--- src/rtl/vnu_div_stage.sv ---
// vnu_div_stage: one restoring division step for four lanes sharing a divisor.
// Standalone arithmetic; no package use.
module vnu_div_stage #(
	parameter int DEN_BITS = 17
) (
	input  logic [DEN_BITS-1:0] den,
	input  logic [DEN_BITS:0]   rem_in  [4],
	input  logic                nbit    [4],
	output logic [DEN_BITS:0]   rem_out [4],
	output logic                qbit    [4]
);
	logic [DEN_BITS+1:0] sh [4];
	// shift in next dividend bit, subtract if it fits
	always_comb begin
		for (int i = 0; i < 4; i++) begin
			sh[i] = {rem_in[i], nbit[i]};
			if (sh[i] >= {1'b0, 1'b0, den}) begin
				qbit[i] = 1'b1;
				rem_out[i] = (DEN_BITS+1)'(sh[i] - {2'b00, den});
			end else begin
				qbit[i] = 1'b0;
				rem_out[i] = sh[i][DEN_BITS:0];
			end
		end
	end
endmodule

--- config.mk ---
export PLATFORM = sky130hd
export DESIGN_NAME = vnu_div_stage
export DESIGN_NICKNAME = d
export VERILOG_FILES = /design/src/rtl/vnu_div_stage.sv
export SDC_FILE = /design/constraint.sdc
export NUM_CORES = 1
export LEC_CHECK = 0
export ABC_CLOCK_PERIOD_IN_PS = 8200
export BUFFER_PORTS_ARGS = -buffer_cell sky130_fd_sc_hd__buf_2
export CAP_MARGIN = 20
export CORE_MARGIN = 4
export CORE_UTILIZATION = 56
export DETAILED_ROUTE_END_ITERATION = 7
export PLACE_DENSITY = 0.95
export RECOVER_POWER = 25
export REMOVE_ABC_BUFFERS = 1
export SLEW_MARGIN = 10
export SYNTH_ARGS = -nofsm -noshare
export SYNTH_HDL_FRONTEND = slang
export SYNTH_SLANG_ARGS = --single-unit
--- constraint.sdc ---
create_clock -name vclk -period 8.2
set_clock_uncertainty 0.1 [all_clocks]
set_input_delay 1.64 -clock vclk [all_inputs]
set_output_delay 1.64 -clock vclk [all_outputs]
set_load 0.01 [all_outputs]
==> flow_summary.toml, run 1 <==
[outcome]
status = "completed"

[cells_and_area]
antenna_cells = 0
fillers = 664
drive_gt1_share_pct = 23.0
final_area_mm2 = 0.00513
fin_nets = 955
seqCellArea_um2 = 0
clock_buffer_count = 0
seq_cells = 0
layout-area-overhead-vs-synth_pct = 19.0

[global_route]
grt_pass1_wl_mm = 23.0
grt_max_degree = 34
grt_pass1_vias = 5047
grtUsageTotal_pct = 30.8
antenna_found_initial = 0
gr-total-overflow = 0

[timing]
rsz0062_at_grt = "false"
slew_viol_final = 0
worst_pin_slew_ps = 1310
max_clock_freq_ghz = 0.148
slew_headroom_pct = 12.7
fin_tns_setup_ps = 0
finalCritPeriodShare_pct = 82.3
setup-violations-final = 0
period_minus_slack_ps = 6750
hold_viol_final = 0

[worst_hold_path]
hp-class = "primary input to output pin"
hold_depth = 3
hold_path_end = "rem_out[35]"
hp-start = "rem_in[34]"

[die]
die_h_um = 95.7
start_util_pct = 58.5
dieArea_mm2 = 0.00917
io_pins = 169
core_mm2 = 0.00737
die_x_um = 95.7
rows = 31

[route]
wl_mm = 15.0
firstDrtPassIters = 5
drc = 0
first_iter_violations = 257
antenna_left = 0
wl_per_cell_um = 16.9
vias = 5529
vias_per_cell = 6.23

[synthesis]
yosysSeqAreaShare_pct = 0
synth_top_cell_by_area = "ha_1"
synth-simple-area-share_pct = 21.5
ys.warnings.count = 0
yosysTopAreaCellShare_pct = 19.7
synth_top_family_by_area = "compound AO/OA/AOI/OAI gates"
synthXorXnorAreaFrac_pct = 11.2
syn_area_mm2 = 0.00431
syn_avg_cell_area_um2 = 6.71
synthTopCellsByArea = "ha_1 (20%), a21oi_1 (10%), xnor2_1 (6.7%)"
synth_fa_ha_area_share_pct = 21.6
yosysUniqueCellTypes = 62
synthMuxAreaShare_pct = 4.76
syn_inst = 643
synth-compound-area-share_pct = 34.7

[critical_path]
worst_ep_required_time_ps = 6460
critPathMaxFanout = 25
path_cells = "buf_2 -> inv_1 -> ha_1 -> a211oi_1 -> nor3_1 -> and4b_1 -> a21boi_0 -> clkbuf_1 -> mux2_2 -> buf_2"
path_common_cell = "buf_2"
path_class = "primary input to output pin"
cpMaxStageDelayCell = "clkbuf_1"
critPathLaunchType = "primary input"
critPathMaxStageDelay_ps = 740
end_kind = "output pin"
cp_data_arrival_time_ps = 5010

[place]
dp_hpwl_mm = 12.4
placed_area_mm2 = 0.00515
io_buffers = 169
gp_congestion = 0.949

[power_and_ir_drop]
internal_power_uw = 223
p_sw_share_pct = 57.5
switching_power_uw = 302
seqPwrFrac_pct = 0
cellPowerDensity_mw_per_mm2 = 102
power_frac_clock_pct = 0
pwr-share-comb_pct = 100.0
leakage_uw = 0.00246
ir_drop_mv = 0.0483

[clocking]
cts_resized = 0
cts_hold_buf = 0
post-cts-setup-buffers = 0

[job]
cap_violations = 0
through the flow:
step / utilization, % / power (µW) / setup slack [ps] / hold slack, ps / cells
finish: 69.6 / 525 / 1450 / 3460 / 887
CTS: 69.8 / 522 / 1890 / 3460 / 885
floorplan: - / 345 / 1980 / 3260 / 616
detailed placement: 69.8 / 519 / 1880 / 3460 / 885
global placement: 69.8 / 503 / 1970 / 3460 / 885
global route: 69.6 / 574 / 1230 / 3480 / 887
how the worst max path moves through the flow:
stage | startpoint | to | slack [ps]
after detailed placement | den[1] | rem_out[57] | 1880
after CTS | den[1] | rem_out[57] | 1890
after global routing | den[1] | rem_out[59] | 1230
after floorplan | den[1] | rem_out[28] | 1980
after global placement | den[1] | rem_out[59] | 1970
final | den[12] | rem_out[59] | 1450
cell usage after synthesis, types with 3 or more instances:
cell type / count
nand3_1: 18
o21a_1: 10
o31ai_1: 4
buf_2: 8
a221oi_1: 3
nor2_1: 72
fa_1: 4
and2_1: 4
o21bai_1: 5
xor2_1: 22
nor3_1: 5
buf_6: 4
o21ai_1: 3
clkbuf_1: 12
nor2b_1: 7
a211oi_1: 10
inv_1: 32
mux2_2: 12
ha_1: 68
xnor2_1: 33
a21oi_1: 90
a21o_1: 19
o21ai_0: 49
and3_1: 10
nand2_1: 52
mux2i_1: 4
o31a_1: 3
nand2b_1: 3
a31oi_1: 10
nand4_1: 14
o221ai_1: 3
o211ai_1: 8
worst max-delay path, delay by kind of cell:
family,cells,cell delay (ps)
buffers and inverters,4,1200
AO/OA/AOI/OAI,2,950
AND/OR/NAND/NOR,2,410
multiplexers,1,410
adder cells (fa/ha/maj),1,380
power by group through the flow:
stage	combinational, µW	clock (µW)	sequential, µW
3_3_place_gp	503	0	0
2_1_floorplan	345	0	0
5_1_grt	574	0	0
3_5_place_dp	519	0	0
6_report	525	0	0
4_1_cts	522	0	0
area by class of cell:
cell class	instances	area, µm²	share of cell area, %
Inverter	32	120	2.34
Multi-Input combinational cell	584	4030	78.6
Tap cell	99	124	2.41
Timing Repair Buffer	172	855	16.7
logic make-up (layout without fill, tap and decap cells):
| kind of cell | Yosys count | in the layout |
|---|---|---|
| compound gates | 240 | 240 |
| fa+ha+maj | 72 | 72 |
| buf+inv | 59 | 204 |
| mux | 18 | 18 |
| simple gates | 199 | 199 |
| xor+xnor | 55 | 55 |
routing by layer:
metal	routed length, µm	GRT usage, %
met2	7170	54.5
met1	5980	38.7
met5	0	0
met4	476	9.72
met3	1390	3.60
cells in the final DEF, fill, tap and decap left out, types with 3 or more instances in the layout:
cell        n
and2_1      4
clkbuf_1   15
xnor2_1    33
xor2_1     22
nor2b_1     7
a31oi_1    10
a21o_1     19
o211ai_1    8
nor3_1      5
o31ai_1     5
inv_1      32
o21ai_0    50
o31a_1      3
o221ai_1    3
a211oi_1   10
fa_1        4
buf_2     155
mux2_2     12
nand2b_1    3
and3_1     10
nand4_1    14
o21a_1     10
a21oi_1    91
o21bai_1    5
mux2i_1     4
ha_1       68
nand2_1    52
nor2_1     72
a221oi_1    3
nand3_1    18
Note: power is estimated with default switching activity, not from simulation.
==> run 2: changes to the inputs <==
--- a/config.mk
+++ b/config.mk
@@ -5,13 +5,13 @@
 export SDC_FILE = /design/constraint.sdc
 export NUM_CORES = 1
 export LEC_CHECK = 0
-export ABC_CLOCK_PERIOD_IN_PS = 8200
+export ABC_CLOCK_PERIOD_IN_PS = 6550
 export BUFFER_PORTS_ARGS = -buffer_cell sky130_fd_sc_hd__buf_2
 export CAP_MARGIN = 20
 export CORE_MARGIN = 4
-export CORE_UTILIZATION = 56
+export CORE_UTILIZATION = 52
 export DETAILED_ROUTE_END_ITERATION = 7
-export PLACE_DENSITY = 0.95
+export PLACE_DENSITY = 0.92
 export RECOVER_POWER = 25
 export REMOVE_ABC_BUFFERS = 1
 export SLEW_MARGIN = 10
==> constraint.sdc (replaced) <==
create_clock -name vclk -period 6.55
set_clock_uncertainty 0.1 [all_clocks]
set_input_delay 1.31 -clock vclk [all_inputs]
set_output_delay 1.31 -clock vclk [all_outputs]
set_load 0.01 [all_outputs]
==> run 2 against run 1 <==
Die area grew 7.0%. Via count is 1.7% lower. Routed wire length down 2.3%. Critical path type unchanged. Largest cell class unchanged.
==> flow_summary.toml, run 2 (synthesis results as in run 1) <==
[place]
dpl.cell_count = 889
gp_congestion = 0.977
io_buffers = 169
dp_hpwl_mm = 12.2

[route]
vias_per_cell = 6.11
drc = 0
wl_mm = 14.7
vias = 5436
firstDrtPassIters = 5
antenna_left = 0
wl_per_cell_um = 16.5
first_iter_violations = 252

[die]
io_pins = 169
die_h_um = 99.1
start_util_pct = 54.7
rows = 32
dieArea_mm2 = 0.00981
core_mm2 = 0.00789
die_x_um = 99.1

[clocking]
post-cts-setup-buffers = 0
cts_hold_buf = 0
cts_resized = 0

[critical_path]
path_cells = "buf_2 -> inv_1 -> ha_1 -> and3_1 -> and3_1 -> nand4_1 -> and2_1 -> a21oi_1 -> buf_4 -> mux2_2 -> buf_2"
critPathMaxStageDelay_ps = 860
cpMaxStageDelayCell = "a21oi_1"
worst_ep_required_time_ps = 5140
end_kind = "output pin"
worst-path-buf-inv = 4
path_delay_family = "compound AO/OA/AOI/OAI gates"
critPathMaxFanout = 16
path_class = "primary input to output pin"
critPathLaunchType = "primary input"
cp_data_arrival_time_ps = 4500

[timing]
finalCritPeriodShare_pct = 90.2
rsz0062_at_grt = "false"
slew_headroom_pct = 25.4
period_minus_slack_ps = 5910
whs_ps = 2810
max_clock_freq_ghz = 0.169
hold_viol_final = 0
slew_viol_final = 0
worst_pin_slew_ps = 1110
setup-violations-final = 0
fin_tns_setup_ps = 0

[global_route]
gr-total-overflow = 0
grt_pass1_vias = 5226
grtUsageTotal_pct = 28.4
grt_pass1_wl_mm = 23.9
grt_max_degree = 34
antenna_found_initial = 0

[cells_and_area]
drive_gt1_share_pct = 23.2
seq_cells = 0
antenna_cells = 0
clock_buffer_count = 0
final_common_cell = "buf_2"
fin_nets = 955
layout-area-overhead-vs-synth_pct = 19.2
final_cell_mix = "buf_2 (155), a21oi_1 (91), nor2_1 (72), ha_1 (68), nand2_1 (52)"
layout.cells.non_filler = 890
fin_util_pct = 65.1
seqCellArea_um2 = 0

[worst_hold_path]
hp-class = "primary input to output pin"

[power_and_ir_drop]
cellPowerDensity_mw_per_mm2 = 127
leakage_uw = 0.00247
power.total_uw = 652
ir_drop_mv = 0.0557

[outcome]
status = "completed"

[job]
cap_violations = 0
==> run 2: changes by cell type in the layout (fill, tap and decap cells not counted) <==
cell	delta
o21ai_1	+1
buf_8	-1
o21ai_0	-1
clkbuf_1	-1
buf_6	+1
a21boi_0	-1
a21boi_2	+1
buf_4	+1
==> run 2: metal layers <==
layer	global-route usage (%)	vias to the layer above	share of wire [%]
met4	10.9	0	4.3
met5	0	-	0
li1	-	2674	-
met1	35.5	2442	40
met2	49.2	272	47
met3	3.75	48	9.5
==> run 2: layout make-up <==
| type | count | area [µm²] |
|---|---|---|
| tap | 102 | 128 |
| timing repair buffer | 172 | 855 |
| multi-input combinational | 584 | 4040 |
| fill | 709 | 2750 |
| inverter | 32 | 120 |
==> run 2: power breakdown <==
| group | switching, µW | leakage (µW) | internal, µW |
|---|---|---|---|
| clock | 0 | 0 | 0 |
| combinational | 372 | 0.00247 | 280 |
| sequential | 0 | 0 | 0 |
| total | 372 | 0.00247 | 280 |
==> run 2: worst paths after layout <==
check	start	to	cells past startpoint
setup / recovery	den[9]	rem_out[4]	11
hold / removal	rem_in[70]	rem_out[71]	3
==> run 2: metrics by stage <==
| step | setup slack (ps) | area (µm²) |
|---|---|---|
| 2_1_floorplan | 994 | 4160 |
| 3_3_place_gp | 1010 | 5160 |
| 3_5_place_dp | 911 | 5160 |
| 4_1_cts | 908 | 5160 |
| 5_1_grt | 439 | 5140 |
| 6_report | 640 | 5140 |
==> run 3: changes to the inputs <==
--- a/config.mk
+++ b/config.mk
@@ -5,11 +5,11 @@
 export SDC_FILE = /design/constraint.sdc
 export NUM_CORES = 1
 export LEC_CHECK = 0
+export ABC_AREA = 1
 export ABC_CLOCK_PERIOD_IN_PS = 6550
 export BUFFER_PORTS_ARGS = -buffer_cell sky130_fd_sc_hd__buf_2
-export CAP_MARGIN = 20
 export CORE_MARGIN = 4
-export CORE_UTILIZATION = 52
+export CORE_UTILIZATION = 56
 export DETAILED_ROUTE_END_ITERATION = 7
 export PLACE_DENSITY = 0.92
 export RECOVER_POWER = 25
==> run 3 against run 2 <==
Via count up 34%. Area after synthesis up 35%. Fmax up 11%. Die area up 23%. Flip-flop and latch count unchanged. Routed wire length up 18%. Core utilization up 1.6 points. Largest cell class unchanged. Global-route usage down 0.80 points.
==> flow_summary.toml, run 3 <==
[job]
cap_violations = 0

[route]
antenna_left = 0
wl_mm = 17.4
firstDrtPassIters = 5
wl_per_cell_um = 11.8
drc = 0
vias = 7310
vias_per_cell = 4.96
first_iter_violations = 440

[cells_and_area]
drive_gt1_share_pct = 16.2
fillers = 1006
clock_buffer_count = 0
antenna_cells = 0
final_common_cell = "nand2_1"
layout.cells.non_filler = 1474
seqCellArea_um2 = 0
final_cell_mix = "nand2_1 (607), inv_1 (203), buf_2 (159), nor2_1 (82), ha_1 (68)"
final_area_mm2 = 0.00662
layout-area-overhead-vs-synth_pct = 14.1
multi_input_area_mm2 = 0.00480
seq_cells = 0
fin_nets = 1508

[power_and_ir_drop]
leakage_uw = 0.00451
ir_drop_mv = 0.0648
cellPowerDensity_mw_per_mm2 = 103

[timing]
finalCritPeriodShare_pct = 81.5
fin_tns_setup_ps = 0
hold_viol_final = 0
worst_pin_slew_ps = 1100
rsz0062_at_grt = "false"
slew_viol_final = 0
period_minus_slack_ps = 5340
max_clock_freq_ghz = 0.187
slew_headroom_pct = 26.4
setup-violations-final = 0

[worst_hold_path]
hp-start = "rem_in[10]"
hold_path_end = "rem_out[11]"
hold_depth = 4
hp-class = "primary input to output pin"

[global_route]
met1_usage_pct = 35.6
grt.busiest_layer = "met2"
met2_usage_pct = 49.4
antenna_found_initial = 0
grtUsageTotal_pct = 27.6
grt_max_degree = 20
met3_usage_pct = 0.528
grt_pass1_vias = 6430
grt_pass1_wl_mm = 27.5
gr-total-overflow = 0

[synthesis]
synth_top_cell_by_area = "nand2_1"
netlist_top_cells_count = "nand2_1 (607), inv_1 (203), nor2_1 (78), ha_1 (68), nand3_1 (47)"
yosysSeqAreaShare_pct = 0
yosysTopAreaCellShare_pct = 39.3
syn_area_mm2 = 0.00580
syn_avg_cell_area_um2 = 4.92
synth_most_common_cell = "nand2_1"
ys.warnings.count = 0
syn_inst = 1180
synthTopCellsByArea = "nand2_1 (39%), ha_1 (15%), inv_1 (13%)"
yosysUniqueCellTypes = 27

[critical_path]
critPathMaxFanout = 19
path_class = "primary input to output pin"
worst_ep_required_time_ps = 5140
critPathLaunchType = "primary input"
cp_data_arrival_time_ps = 3930
end_kind = "output pin"

[die]
die_x_um = 110
die_h_um = 110
io_pins = 169
dieArea_mm2 = 0.0121
rows = 36
start_util_pct = 58.6
core_mm2 = 0.00991

[clocking]
post-cts-setup-buffers = 0
cts_hold_buf = 0
cts_resized = 0

[place]
placed_area_mm2 = 0.00673
dp_hpwl_mm = 14.9
io_buffers = 169
gp_congestion = 0.908
dpl.cell_count = 1474

[outcome]
status = "completed"
[run 3: cell count changes after synthesis, sizes merged, moves of 11 or more]
cell,previous run,this run
nand2,52,625
inv,32,217
a21oi,92,44
o21ai,52,9
nand3,18,52
xnor2,33,4
a21o,19,0
nor2,72,88
mux2,14,0
clkbuf,13,0
nand3b,2,14
a211oi,11,0
[run 3: worst max-delay path: stages]
cell	delay, ps
buf_2	100
inv_1	390
ha_1	340
nand2_1	70
nor2_1	50
nor2_1	210
inv_2	70
nand3_2	90
nand4_1	650
o21ai_0	450
buf_2	190
[run 3: per-stage QoR]
step           hold slack [ps]  utilization (%)  setup WS (ps)  total power [µW]
2_1_floorplan             2630                -           2260               472
3_3_place_gp              2810             67.9           1780               672
3_5_place_dp              2810             67.9           1680               683
4_1_cts                   2810             67.9           1670               687
5_1_grt                   2840             66.8            968               772
6_report                  2810             66.8           1210               684
[run 3: worst max path at each step]
stage	from	endpoint	slack (ps)
final	den[1]	rem_out[36]	1210
after global routing	den[1]	rem_out[39]	970
after CTS	den[1]	rem_out[23]	1670
after detailed placement	den[1]	rem_out[23]	1680
after global placement	den[1]	rem_out[32]	1780
after floorplan	den[1]	rem_out[32]	2260
[run 3: logic make-up (layout without fill, tap and decap cells)]
| kind of cell | after synthesis | count (layout) | synth area share [%] |
|---|---|---|---|
| AND/OR/NAND/NOR | 795 | 795 | 57.8 |
| buffers and inverters | 227 | 388 | 15.7 |
| adder cells (fa/ha/maj) | 72 | 72 | 16.0 |
| AO/OA/AOI/OAI | 57 | 57 | 6.06 |
| XOR/XNOR | 29 | 29 | 4.38 |
[run 3: final cells by class]
cell class                      instances  share of cell area (%)
Multi-Input combinational cell        953                    72.5
Tap cell                              133                    2.51
Inverter                              219                    12.4
Timing Repair Buffer                  169                    12.6
[run 3: routing by layer]
layer | vias up | wire length [µm]
li1 | 3890 | -
met1 | 3125 | 7560
met2 | 257 | 8040
met3 | 38 | 1130
met4 | 0 | 650
met5 | - | 0
[run 3: power by group]
group	internal, µW	switching [µW]
combinational	257	427
clock	0	0
sequential	0	0
total	257	427
